`src/design/ddo_mul.sv`:
```
// Shared registered 33x33 signed multiplier.
`timescale 1ns / 1ps
module ddo_mul (
	input  logic               clk,
	input  logic signed [32:0] a,
	input  logic signed [32:0] b,
	output logic signed [65:0] p_q
);

	always_ff @(posedge clk) begin
		p_q <= a * b;
	end

endmodule

```
`config.mk`:
```
export PLATFORM = sky130hd
export DESIGN_NAME = ddo_mul
export DESIGN_NICKNAME = d
export VERILOG_FILES = /design/src/design/ddo_mul.sv
export SDC_FILE = /design/constraint.sdc
export NUM_CORES = 2
export LEC_CHECK = 0
export ABC_AREA = 1
export CORE_UTILIZATION = 62
export CTS_BUF_LIST = sky130_fd_sc_hd__clkbuf_4
export CTS_CLUSTER_DIAMETER = 60
export DETAILED_ROUTE_END_ITERATION = 16
export DONT_BUFFER_PORTS = 1
export GPL_TIMING_DRIVEN = 0
export PLACE_DENSITY = 0.84
export SLEW_MARGIN = 20
export SYNTH_ARGS = -nofsm -noshare
export SYNTH_HDL_FRONTEND = slang
export SYNTH_SLANG_ARGS = --single-unit
```
`constraint.sdc`:
```
create_clock -name clk -period 8.5 [get_ports clk]
set_input_delay 1.7 -clock clk [delete_from_list [all_inputs] [get_ports clk]]
set_output_delay 1.7 -clock clk [all_outputs]
set_load 0.02 [all_outputs]
```
After elaboration in Yosys (flattened, before gate mapping):

Cells that the tools add are included.

* input port bits: 67
* output and inout bits: 66
* logic and storage cells: 2
* bits in registers: 66

* multipliers: 1

Operators by type and width (count)
* $mul A33 B33 Y66: 1

Logic depth before layout (Yosys ltp):

* depth in word-level cells: 1
* gate-level depth with buffers: 34
* depth with buffers taken out: 32

Least setup slack after synthesis:

OpenSTA, ideal clock, no wires.

* path type: input -> register
* start point: input a[32]
* end point: register p_q[60]
* path slack: 0.044 ns
* path buffers: 2
* data required time: 8.387 ns
* cell stages on the path: 23
* arrival: 8.343 ns
* setup time: 0.113 ns
* cell sequence: clkbuf_1 clkbuf_1 nand2_1 inv_1 fa_1 fa_1 fa_1 fa_1 inv_1 fa_1 fa_1 fa_1 fa_1 inv_1 ha_1 nand2_1 nor2_1 inv_1 nor3_1 nand2_1 and2_0 nand4_1 nand2_1

* cells in the longest elaborated chain, start to end: 1

Ends and longest elaborated chain
* start, declared: RTL line 5 `input logic signed [32:0] a,`
* $mul A33 B33 Y66: RTL line 11 `p_q <= a * b;`
* end signal, assigned: RTL line 11
* end, declared: RTL line 7 `output logic signed [65:0] p_q`

Every way passes these cells.

Worst setup path after layout:

* start point: input a[5]
* end point: register p_q[62]

The elaborated chain is that of the path after synthesis.

==> flow_metrics.py <==
metrics = {
    "yosys": {
        "synth_edf_count": 0,
        "synth.area.top_cells": "fa_1 (53%), inv_1 (16%), nand2_1 (13%), ha_1 (6.3%), dfxtp_1 (3.1%)",
        "syn_area_um2": 43200,
        "ys_warn_count": 0,
        "synth_seq_cells": 66,
        "post-synth-top-count-cell": "inv_1",
        "ys.flop_type": "dfxtp_1",
        "yosysUniqueCellTypes": 35,
        "syn-num-nets": 6972,
        "syn_area_per_cell_um2": 7.79,
        "synth_seq_area_share_pct": 3.06,
        "syn_inst": 5543,
        "synthArstFlopShare_pct": 0,
        "synth_common_cells": "inv_1 (1,894), nand2_1 (1,517), fa_1 (1,145), clkbuf_1 (262), ha_1 (217)",
        "yosysTopAreaCellShare_pct": 53.1,
        "synth_top_area_cell": "fa_1",
    },
    "cells_and_area": {
        "drive_gt1_share_pct": 6.96,
        "multi_input_area_um2": 34000,
        "fin_area_um2": 45600,
        "finalNonFillerCells": 6510,
        "top_register": "p_q",
        "num-nets-final": 6998,
        "syn2layout_area_growth_pct": 5.66,
        "largest_register_ffs": 66,
        "nFillCells": 6045,
        "top_regs": "p_q: 66 flops",
        "ff_latch_area_um2": 1320,
    },
    "placement": {
        "dp_slack_ps": -1460,
        "placed_area_um2": 44400,
        "place_congestion": 1.11,
        "hpwl_um": 143000,
        "io_buffer_count": 0,
        "dpl.cell_count": 6474,
    },
    "clock_network": {
        "cts.path.max_buffers": 2,
        "clkSinkCount": 66,
        "path_clk_slew_ps": 150,
        "hold_buffers": 0,
        "cts_buffers": 9,
        "htreeDepth": 3,
        "cts_tree": "yes",
        "root_buffer": "clkbuf_4",
    },
    "sta": {
        "hold_ws_ps": 1650,
        "tightest_slew_ps": 904,
        "max-slew-margin-rel_pct": 39.7,
        "worst_slack_ps": -26.8,
        "hold_violations": 0,
        "finalSetupViolCount": 2,
        "fin_crit_sh_pct": 100,
        "min_period_ps": 8530,
        "timing.fmax_ghz": 0.117,
        "drv_slew": 0,
    },
    "global_routing": {
        "grt_pass1_vias": 38700,
        "antenna_found_initial": 9,
        "overflow": 0,
        "grt_usage_pct": 51.0,
        "grt_max_degree": 28,
        "grt_pass1_wl_um": 250000,
    },
    "run_status": {
        "violations": "setup timing",
        "status": "finished, violations left",
    },
    "die": {
        "die_area_um2": 70700,
        "die_h_um": 266,
        "coreArea_um2": 68700,
        "start_util_pct": 62.8,
        "io-pin-count": 133,
        "die_w_um": 266,
        "rows": 96,
    },
    "drt": {
        "num_vias": 37100,
        "viasPerCell": 5.70,
        "dr.pass1.iters": 5,
        "ant_nets": 0,
        "wl_um": 174000,
        "avgRoutedWirePerCell_um": 26.7,
        "route.detailed.drc": 0,
        "drt_iter0_markers": 4189,
    },
    "setup_path": {
        "crit_path_top_delay_cell": "fa_1",
        "crit_family": "adder cells",
        "cpPeakStageDelay_ps": 590,
        "crit_buf_inv": 6,
        "path_class": "in -> reg",
        "cp_common_cell": "fa_1",
        "crit_fanout": 10,
        "critPathRequiredTime_ps": 8870,
        "crit_path_start_kind": "input pin",
        "arrival_ps": 8890,
        "cp-end-kind": "flip-flop",
    },
    "min_path": {
        "worstHoldPathType": "in -> reg",
    },
    "flow_run": {
        "drv_cap": 0,
    },
}
==> area by class of cell <==
type | count | share of cell area (%)
Inverter | 1895 | 15.6
Tap cell | 931 | 2.55
Buffer | 263 | 3.65
Multi-Input combinational cell | 3319 | 74.5
Clock inverter | 6 | 0.302
Antenna cell | 5 | 0.0274
Timing Repair Buffer | 15 | 0.337
Sequential cell | 66 | 2.90
Clock buffer | 10 | 0.165
==> metal layers <==
| metal | up-vias | GRT usage, % | wire (um) |
|---|---|---|---|
| li1 | 15100 | - | - |
| met1 | 18300 | 61.6 | 58400 |
| met2 | 2864 | 73.4 | 72000 |
| met3 | 886 | 17.4 | 24100 |
| met4 | 6 | 43.7 | 19400 |
| met5 | - | 0 | 174 |
==> through the flow <==
step                      utilization (%)  TNS (ps)
after detailed placement             64.6    -50140
after global placement               64.5    -58660
final                                66.4     -51.2
after global routing                 66.4      -138
after floorplan                         -         0
after CTS                            65.6         0
==> worst paths after layout <==
kind	cells past startpoint	startpoint	slack, ps	endpoint
setup / recovery	25	a[5]	-30	p_q[62]$_DFF_P_
hold / removal	3	a[0]	1650	p_q[0]$_DFF_P_
==> placed cells by master, fill, tap and decap left out, types with 5 or more instances in the layout <==
cell	Yosys	final
a21oi_1	61	58
a21oi_2	4	7
buf_2	0	23
buf_4	0	39
buf_6	0	17
clkbuf_1	262	26
clkbuf_2	0	107
clkbuf_4	0	66
dfxtp_1	66	66
diode_2	0	5
fa_1	1145	1125
fa_2	0	20
ha_1	217	208
ha_2	0	5
inv_1	1894	1889
nand2_1	1517	1512
nand2_2	17	21
nand3_1	70	66
nand3_2	8	12
nand4_1	19	19
nor2_1	131	121
nor2_2	20	27
nor2_4	3	6
nor3_1	7	6
o21ai_0	19	15
o21ai_1	3	5
o21bai_1	14	13
or2_2	5	5
xor2_1	37	37
==> cell families (layout without fill, tap and decap cells) <==
kind of cell,Yosys count,count (layout),synth area share (%)
AOI/OAI and AO/OA,106,106,1.38
buffers and inverters,2158,2189,18.8
and+or+nand+nor,1810,1810,16.6
xor gates and xnor gates,41,41,0.832
other,0,5,0
adders and majority gates,1362,1362,59.4
DFF,66,66,3.06
==> worst min-delay path, cell delays in order <==
cell and delay, ps:
clkbuf_1 250, nand2_1 140, inv_1 30
==> what timing repair did <==
action | in CTS | in global routing
gates resized for setup | 222 | 424
setup endpoints to repair | 46 | 46
pin swaps | 2 | 12
buffers inserted | 10 | 5
Power is left out: the tool's default activity adds up to more than one toggle a clock period on the data nets, which glitch-free logic cannot reach.
