File: src/design/ddo_div.sv
// Restoring divider: signed 64-bit numerator over unsigned 32-bit time, saturated to 32 bits.
`timescale 1ns / 1ps
module ddo_div (
	input  logic               clk,
	input  logic               arst_n,
	input  logic               start,
	input  logic signed [63:0] num,
	input  logic        [31:0] den,
	output logic               done,
	output logic signed [31:0] quot
);

	logic        busy_q;
	logic        done_q;
	logic [6:0]  cnt_q;
	logic        neg_q;
	logic [31:0] den_q;
	logic [31:0] rem_q;
	logic [63:0] quo_q;
	logic signed [31:0] res_q;
	logic [32:0] rem_sh;
	logic        fits;
	logic [63:0] mag;

	assign rem_sh = {rem_q, quo_q[63]};
	assign fits   = rem_sh >= {1'b0, den_q};
	assign mag    = num[63] ? 64'(-num) : 64'(num);

	always_ff @(posedge clk or negedge arst_n) begin
		if (!arst_n) begin
			busy_q <= 1'b0;
			done_q <= 1'b0;
			cnt_q  <= '0;
		end else if (start) begin
			busy_q <= (den != 32'd0);
			done_q <= (den == 32'd0);
			cnt_q  <= 7'd64;
		end else if (busy_q) begin
			if (cnt_q == 7'd0) begin
				busy_q <= 1'b0;
				done_q <= 1'b1;
			end else begin
				cnt_q <= cnt_q - 7'd1;
			end
		end
	end

	always_ff @(posedge clk) begin
		if (start) begin
			neg_q <= num[63];
			den_q <= den;
			rem_q <= '0;
			quo_q <= mag;
			if (den == 32'd0) begin
				if (num[63])
					res_q <= 32'sh80000000;
				else if (num != 64'sd0)
					res_q <= 32'sh7FFFFFFF;
				else
					res_q <= '0;
			end
		end else if (busy_q) begin
			if (cnt_q != 7'd0) begin
				rem_q <= fits ? 32'(rem_sh - {1'b0, den_q}) : rem_sh[31:0];
				quo_q <= {quo_q[62:0], fits};
			end else if (neg_q) begin
				res_q <= (quo_q > 64'h80000000) ? 32'sh80000000 : 32'(-quo_q);
			end else begin
				res_q <= (quo_q > 64'h7FFFFFFF) ? 32'sh7FFFFFFF : quo_q[31:0];
			end
		end
	end

	assign done = done_q;
	assign quot = res_q;

endmodule

File: config.mk
export PLATFORM = sky130hd
export DESIGN_NAME = ddo_div
export DESIGN_NICKNAME = d
export VERILOG_FILES = /design/src/design/ddo_div.sv
export SDC_FILE = /design/constraint.sdc
export NUM_CORES = 1
export LEC_CHECK = 0
export BUFFER_PORTS_ARGS = -buffer_cell sky130_fd_sc_hd__buf_4
export CAP_MARGIN = 20
export CORE_ASPECT_RATIO = 0.7
export CORE_UTILIZATION = 40
export CTS_CLUSTER_DIAMETER = 80
export DETAILED_ROUTE_END_ITERATION = 10
export GPL_ROUTABILITY_DRIVEN = 0
export PLACE_DENSITY_LB_ADDON = 0.08
export SETUP_SLACK_MARGIN = 0.5
export SLEW_MARGIN = 25
export SYNTH_ARGS = -nofsm -noshare
export SYNTH_HDL_FRONTEND = slang
export SYNTH_SLANG_ARGS = --single-unit
File: constraint.sdc
create_clock -name clk -period 2.9 [get_ports clk]
set_input_delay 0.145 -clock clk [delete_from_list [all_inputs] [get_ports clk]]
set_output_delay 0.145 -clock clk [all_outputs]
set_load 0.01 [all_outputs]
== After elaboration in Yosys (flattened, before gate mapping) ==
Index checks and enable logic that the tools add are counted.

* Register bits after elaboration: 170
* Bits in latches: 0
* Memory bits (writable): 0
* Bits in read-only memories: 0
* Input port bits: 99
* Output and inout bits: 33
* Word-level logic and storage cells: 54
* Memories: 0

* $add $sub $neg: 4
* Multiply operators: 0
* Divide/modulo/power cells: 0
* $lt $le $gt $ge: 3
* Eq/ne operators: 3
* Shifts and indexed selects: 0
* Muxes and demuxes: 23
* Bitwise gates (word level): 0
* Reduce and logical (&&, ||, !) cells: 13

{| class="wikitable"
|+ Operator list
! kind !! count
|-
| two-way mux 32 bit || 9
|-
| two-way mux 64 bit || 4
|-
| greater-than comparator 64 x 31 -> 1 bit, second input constant || 1
|-
| greater-than comparator 64 x 32 -> 1 bit, second input constant || 1
|-
| negator 64 bit || 1
|-
| nonzero test 64 bit || 1
|-
| greater-or-equal comparator 33 x 32 -> 1 bit || 1
|-
| zero test 32 bit || 1
|-
| negator 32 bit || 1
|-
| nonzero test 32 bit || 1
|-
| subtractor 32 bit || 1
|-
| two-way mux 31 bit || 1
|-
| two-way mux 7 bit || 3
|-
| AND reduction 2 bit || 4
|-
| zero test 7 bit || 1
|-
| nonzero test 7 bit || 1
|-
| subtractor 7 x 1 -> 7 bit, second input constant || 1
|-
| two-way mux 1 bit || 6
|-
| nonzero test 2 bit || 3
|-
| inequality test 2 bit, second input constant || 2
|-
| AND reduction 3 bit || 1
|-
| inequality test 2 x 1 -> 1 bit, second input constant || 1
|}

== Depth between registers and ports, before layout ==
Gate-level depths: netlist of run 1.

* Depth in word-level cells: 6
* Depth in mapped cells: 13
* Depth with buffers taken out: 12

== Worst setup path after synthesis of run 1 ==
Ideal clock, no wire load.

* Path kind: register to register
* Start: register den_q[18]
* End: register quo_q[0] (data pin)
* Library setup time: 269 ps
* Data arrival time: 2832 ps
* Required time: 2631 ps
* Path slack: -201 ps
* Stages on the path, launching flop included: 13
* Path buffers: 3
* Clock period less this slack: 3101 ps
* Cell sequence: edfxtp_1 inv_1 ha_1 clkbuf_1 a21oi_1 o21ai_0 a221o_1 a311oi_1 o2111ai_1 o32ai_1 clkbuf_1 clkbuf_1 o21ai_0

* Cells in the longest elaborated chain, start to end: 4

{| class="wikitable"
|+ Ends and longest elaborated chain
! item !! RTL line !! text
|-
| from (decl) || 17 || <nowiki>logic [31:0] den_q;</nowiki>
|-
| from (signal assigned) || 51 || <nowiki>den_q <= den;</nowiki>
|-
| greater-or-equal comparator 33 x 32 -> 1 bit || 26 || <nowiki>assign fits = rem_sh >= {1'b0, den_q};</nowiki>
|-
| two-way mux 64 bit || 63 || <nowiki>if (cnt_q != 7'd0) begin</nowiki>
|-
| two-way mux 64 bit || 62 || <nowiki>end else if (busy_q) begin</nowiki>
|-
| two-way mux 64 bit || 49 || <nowiki>if (start) begin</nowiki>
|-
| to (signal assigned) || 53 || <nowiki>quo_q <= mag;</nowiki>
|-
| to (signal assigned) || 65 || <nowiki>quo_q <= {quo_q[62:0], fits};</nowiki>
|-
| to (decl) || 19 || <nowiki>logic [63:0] quo_q;</nowiki>
|}

Every way passes these cells. The select of a mux whose other input is x is not followed.
A chain may end at the register's enable or synchronous reset.

== Final worst setup path of run 1 ==
* Start: register den_q[0]
* End: register rem_q[28]

* Cells in the longest elaborated chain, start to end: 2
* Elaborated cells on any way between the ends: 3
* Classes of those cells: add/sub: 1; order compare: 1; mux: 1

{| class="wikitable"
|+ Ends and longest elaborated chain
! item !! RTL line !! text
|-
| subtractor 32 bit or greater-or-equal comparator 33 x 32 -> 1 bit (tied branches) || 64, 26 ||
|-
| two-way mux 32 bit * || 64 || <nowiki>rem_q <= fits ? 32'(rem_sh - {1'b0, den_q}) : rem_sh[31:0];</nowiki>
|-
| to (signal assigned) || 64 ||
|-
| to (decl) || 18 || <nowiki>logic [31:0] rem_q;</nowiki>
|}

Mark *: on every way between the ends. The rest lies on a longest branch, timed or not.

==> results of run 1 <==
## flip-flops by register name, summed over array words and instances (netlist names)
| signal | cells |
|---|---|
| busy_q | 1 |
| cnt_q | 7 |
| den_q | 32 |
| done | 1 |
| neg_q | 1 |
| quo_q | 64 |
| quot | 32 |
| rem_q | 32 |
## routing by layer
layer  wire length [um]  share of wire
met4                419          0.012
met1              17700           0.52
met3               1790          0.053
met2              14100           0.42
met5                  0              0
## power by group through the flow
stage | logic, uW | clock network [uW] | registers, uW
after global routing | 3020 | 2450 | 3320
after CTS | 2590 | 2320 | 3270
after floorplan | 1360 | 0 | 3290
after detailed placement | 2300 | 0 | 3310
final | 2760 | 2290 | 3280
after global placement | 2280 | 0 | 3310
## cells in the final DEF (no fill, tap or decap), drive strengths merged, types with 13 or more instances in the layout
master       Yosys  final
a21oi          152    152
buf              6    348
clkbuf          53     22
dfxtp           32     32
dlygate4sd3      0     33
edfxtp         129    129
ha              36     36
inv             55     58
nand2           78     78
nand3           17     17
nand4           14     14
nor2           127    127
nor3            33     33
nor4            28     28
o21ai           99     99
o22ai           13     13
o31ai           24     24
or3             19     19
or4             17     17
xnor2           18     18
xor2            76     76
## worst paths after layout
kind / start / endpoint / cells past startpoint
max in group asynchronous: arst_n / cnt_q[4] / 2
hold reg to reg: rem_q[27] / rem_q[27] / 2
hold / removal: num[0] / quo_q[0] / 3
setup reg to reg: den_q[0] / rem_q[28] / 11
setup / recovery: den_q[0] / rem_q[28] / 11
min in group asynchronous: arst_n / cnt_q[6] / 2
## worst max-delay path, cell delays in order, from the launching register on
cell and delay [ps]:
edfxtp_1 450, ha_4 200, fa_2 360, nand2b_4 170, a21oi_4 150, nor2_2 80
o31ai_4 260, a21boi_2 100, o31a_1 380, o41ai_4 420, xnor2_1 160, o221ai_1 110
## cell type report
class / instances / share of cell area
sequential: 170 / 0.295
timing repair buffer: 381 / 0.209
clock buffer: 22 / 0.0303
tap: 357 / 0.0278
clock inverter: 10 / 0.00554
inverter: 55 / 0.0129
multi-input combinational: 888 / 0.419
## timing repair
action	CTS	global route
hold buffers	33	0
setup buffers	37	20
cloned	9	0
endpoints found under the hold margin	41	0
pin swaps	77	70
resized for setup	222	68
setup endpoints to repair	78	181
## cell families (layout without fill, tap and decap cells)
kind of cell    count (synthesis)  count (layout)  share of synthesized area
compound gates                363             363                      0.202
xor+xnor                       94              94                     0.0776
fa+ha+maj                      37              37                     0.0444
buf+inv                       114             468                     0.0406
flops                         170             170                      0.447
mux                             7               7                    0.00672
simple gates                  386             387                      0.182
## stage by stage
stage	cells	area, um^2	hold WS, ps	total power [uW]	setup slack, ps
2_1_floorplan	1171	11000	-151	4650	-96.3
3_3_place_gp	1752	13300	-15.2	5590	-451
3_5_place_dp	1752	13300	-17.1	5610	-503
4_1_cts	1863	15600	13.1	8190	-58.6
5_1_grt	1883	16000	57.4	8790	-241
6_report	1883	16000	29.4	8330	-95.1
==> results.sh, run 1 <==
export IMPL_status="finished with violations"
export IMPL_violations="negative setup slack"
export IMPL_rows=49
export IMPL_grt_use_total=0.253
export IMPL_areaGrowthSynthToFinish_pct=51.2
export IMPL_path_max_fanout=3
export IMPL_synthTopCellsByCount="a21oi_1 (152), edfxtp_1 (129), nor2_1 (127)"
export IMPL_cts_sinks=170
export IMPL_worstMarginPinSlew_ps=950
export IMPL_die_area_um2=27200
export IMPL_initial_core_util=0.410
export IMPL_synthArstFlopShare=0.0529
export IMPL_final_util=0.620
export IMPL_synth_cell_types=64
export IMPL_io_pins=132
export IMPL_pwr_density_cell_nw_per_um2=519
export IMPL_power_frac_seq=0.394
export IMPL_clockBufferDepth=2
export IMPL_antenna_found_initial=0
export IMPL_dp_hpwl_mm=22.9
export IMPL_grt_pass1_wl_mm=54.0
export IMPL_critPathArrivalTime_ps=3290
export IMPL_slew_violations=0
export IMPL_clock_latency_ps=440
export IMPL_syn_nets=1307
export IMPL_root_buffer="clkbuf_16"
export IMPL_setup_viol=10
export IMPL_regToRegSetupSlack_ps=-100
export IMPL_dr_total_vias=10300
export IMPL_pwr_share_clk=0.275
export IMPL_cts_htree_levels=4
export IMPL_drive_gt1_frac=0.381
export IMPL_fmaxAchievable_mhz=334
export IMPL_grt_busiest_layer="met1"
export IMPL_hold_class="input port to flop"
export IMPL_ant_nets=0
export IMPL_path_class="flop to flop"
export IMPL_drc=0
export IMPL_vias_per_cell=5.49
export IMPL_grt_pass1_vias=9788
export IMPL_die_y_um=138
export IMPL_leakage_uw=0.00638
export IMPL_switching_power_uw=2750
export IMPL_drtIter0Drc=869
export IMPL_max_cap_violations=0
export IMPL_p_sw_frac=0.330
export IMPL_cts_tree="done"
export IMPL_core_region_area_um2=25900
export IMPL_multi_input_area_um2=6720
export IMPL_gr_usage_met3=0.0449
export IMPL_rsz0062_at_grt="true"
export IMPL_startpoint_type="flop"
export IMPL_critical_path_required_ps=3190
export IMPL_min_period_over_period=1.03
export IMPL_worst_slack_ps=-95.1
export IMPL_nFillCells=2169
export IMPL_drt_wl_total_mm=34.0
export IMPL_relSlewSlack=0.367
export IMPL_cts_made_buffers=17
export IMPL_yosys_top_cells_area="edfxtp_1 (37%), a21oi_1 (7.2%), xor2_1 (6.3%), dfxtp_1 (6.0%), nor2_1 (4.5%)"
export IMPL_synthCells=1171
export IMPL_min_period_ps=3000
export IMPL_worstSetupEndpointType="flop"
export IMPL_grt_max_degree=130
export IMPL_path_clk_slew_ps=70
export IMPL_hold_viol_final=0
export IMPL_tns_ps=-410
export IMPL_synth_edf_count=129
export IMPL_wl_per_cell_um=18.1
export IMPL_peakVddDrop_uv=457
export IMPL_cellInternalPower_uw=5580
export IMPL_grt_overflow=0
export IMPL_yosysWarnings=0
export IMPL_synth_most_common_cell="a21oi_1"
export IMPL_antenna_cells=0
export IMPL_skew_ps=9.42
export IMPL_yosysTopAreaCell="edfxtp_1"
export IMPL_postSynthAreaPerCell_um2=9.06
export IMPL_yosysTopAreaCellShare=0.365
export IMPL_use_met2=0.352
export IMPL_yosysSeqAreaShare=0.447
export IMPL_drtPass1Iterations=5
export IMPL_use_met1=0.403
export IMPL_finalNetCount=1649
export IMPL_synth_area_um2=10600
export IMPL_die_w_um=197
export IMPL_regArea_um2=4740
export IMPL_p_comb_frac=0.332
export IMPL_synthFlopType="edfxtp_1"
export IMPL_portBuffers=131
export IMPL_ys_ff_latch=170
Power figures use the tool's default switching activity.
==> run 2, diff against run 1 <==
Settings changed: CTS_BUF_LIST set to sky130_fd_sc_hd__clkbuf_2 sky130_fd_sc_hd__clkbuf_4 sky130_fd_sc_hd__clkbuf_8, SLEW_MARGIN 25 to unset.
==> run 2 against run 1 <==
Net effect:
- the flow still finishes with violations (negative setup slack)
- flip-flop and latch count is the same
- worst hold slack lost 4.1 ps
- final cell count grew 0.69%
- sequential power is essentially flat
- via count grew 1.0%
- final area grew 0.33%
- setup slack gained 25 ps
- register-to-register slack gained 30 ps
- highest routed layer unchanged
==> results.sh, run 2 (same netlist as run 1, synthesis figures left out) <==
export IMPL_skew_ps=15.6
export IMPL_grt_use_total=0.254
export IMPL_clockBufferDepth=2
export IMPL_worstSetupEndpointType="flop"
export IMPL_grt_max_degree=130
export IMPL_root_buffer="clkbuf_8"
export IMPL_placed_cells=1752
export IMPL_dr_total_vias=10500
export IMPL_ant_nets=0
export IMPL_min_period_ps=2970
export IMPL_grt_pass1_vias=9798
export IMPL_drtIter0Drc=887
export IMPL_slew_violations=0
export IMPL_layoutNonFillerInstCount=1896
export IMPL_path_class="flop to flop"
export IMPL_io_pins=132
export IMPL_antenna_found_initial=0
export IMPL_peakVddDrop_uv=319
export IMPL_die_y_um=138
export IMPL_vias_per_cell=5.51
export IMPL_drive_gt1_frac=0.392
export IMPL_startpoint_type="flop"
export IMPL_grt_overflow=0
export IMPL_largest_register="quo_q"
export IMPL_setup_viol=13
export IMPL_final_util=0.622
export IMPL_placed_cell_area_um2=13300
export IMPL_final_common_cell="buf_4"
export IMPL_leakage_uw=0.00640
export IMPL_hold_viol_final=0
export IMPL_core_region_area_um2=25900
export IMPL_antenna_cells=0
export IMPL_critPathArrivalTime_ps=3340
export IMPL_portBuffers=131
export IMPL_rows=49
export IMPL_die_w_um=197
export IMPL_rsz0062_at_grt="true"
export IMPL_grt_pass1_wl_mm=54.1
export IMPL_cts_tree="done"
export IMPL_areaGrowthSynthToFinish_pct=51.7
export IMPL_cts_sinks=170
export IMPL_final_cell_mix="buf_4 (295), edfxtp_1 (129), a21oi_1 (122)"
export IMPL_wl_per_cell_um=18.2
export IMPL_pwr_density_cell_nw_per_um2=490
export IMPL_dp_hpwl_mm=22.9
export IMPL_clock_latency_ps=480
export IMPL_violations="negative setup slack"
export IMPL_hold_class="input port to async pin"
export IMPL_worstMarginPinSlew_ps=917
export IMPL_drtPass1Iterations=8
export IMPL_critical_path_required_ps=3270
export IMPL_path_max_fanout=6
export IMPL_path_clk_slew_ps=90
export IMPL_die_area_um2=27200
export IMPL_fin_area_um2=16100
export IMPL_relSlewSlack=0.389
export IMPL_drc=0
export IMPL_nFillCells=2161
export IMPL_min_period_over_period=1.02
export IMPL_cts_htree_levels=4
export IMPL_largest_reg_flops=64
export IMPL_worst_slack_ps=-69.7
export IMPL_finalNetCount=1662
export IMPL_max_cap_violations=0
export IMPL_status="finished with violations"
export IMPL_cts_made_buffers=17
export IMPL_initial_core_util=0.410
export IMPL_fmaxAchievable_mhz=337
export IMPL_drt_wl_total_mm=34.6
run 2: path summary, 6_finish.rpt:
path	from	to	slack (ps)	cells after the start
min in group clk	start	den_q[16]	40	1
min	arst_n	cnt_q[6]	30	2
max	den_q[4]	rem_q[18]	-70	14
min reg2reg	rem_q[27]	rem_q[27]	510	2
max in group asynchronous	arst_n	cnt_q[4]	2730	2
max reg2reg	den_q[4]	rem_q[18]	-70	14
run 2: stage by stage:
step           setup TNS, ps  hold slack (ps)  power, uW  worst slack [ps]
2_1_floorplan          -96.3             -151       4650             -96.3
3_3_place_gp          -12150            -15.2       5590              -451
3_5_place_dp          -18060            -17.1       5610              -503
4_1_cts                 -131             10.0       7720             -42.1
5_1_grt                -4160             12.9       8330              -187
6_report                -490             25.2       7890             -69.7
run 2: final cells by class:
type,instances,area (um^2),share of cell area
multi-input combinational,888,6750,0.419
sequential,170,4740,0.294
timing repair buffer,394,3560,0.221
tap,357,447,0.0278
clock buffer,21,277,0.0172
inverter,55,206,0.0128
clock inverter,11,119,0.00739
run 2: power by group:
| group | switching, uW | internal (uW) | total [uW] |
|---|---|---|---|
| combinational | 1540 | 1310 | 2850 |
| sequential | 255 | 3030 | 3280 |
| clock | 935 | 829 | 1760 |
| total | 2730 | 5160 | 7890 |
run 2: per-layer routing:
layer,wire (um),vias to the layer above,share of wire,global-route usage
li1,-,5057,-,-
met1,17900,5017,0.52,0.407
met2,14500,346,0.42,0.351
met3,1790,30,0.052,0.0422
met4,408,0,0.012,0.0547
met5,0,-,0,0
run 2: what timing repair did:
item / 4_1_cts / 5_1_grt
pin swaps: 103 / 60
hold endpoints to repair: 42 / 0
cloned: 11 / 1
buffers inserted: 37 / 29
hold buffers: 34 / 0
gates resized for setup: 227 / 77
setup endpoints to repair: 75 / 148
run 2: worst max-delay path, cell delays in order (launching register included):
cell and delay [ps]:
edfxtp_1 330, inv_1 70, ha_1 400, o211ai_1 120, a21oi_1 260, o211ai_1 190, a21boi_0 210, buf_4 180
o2111a_1 240, o32ai_4 130, buf_12 180, buf_12 140, and3_1 160, a21oi_1 150, o22ai_2 100
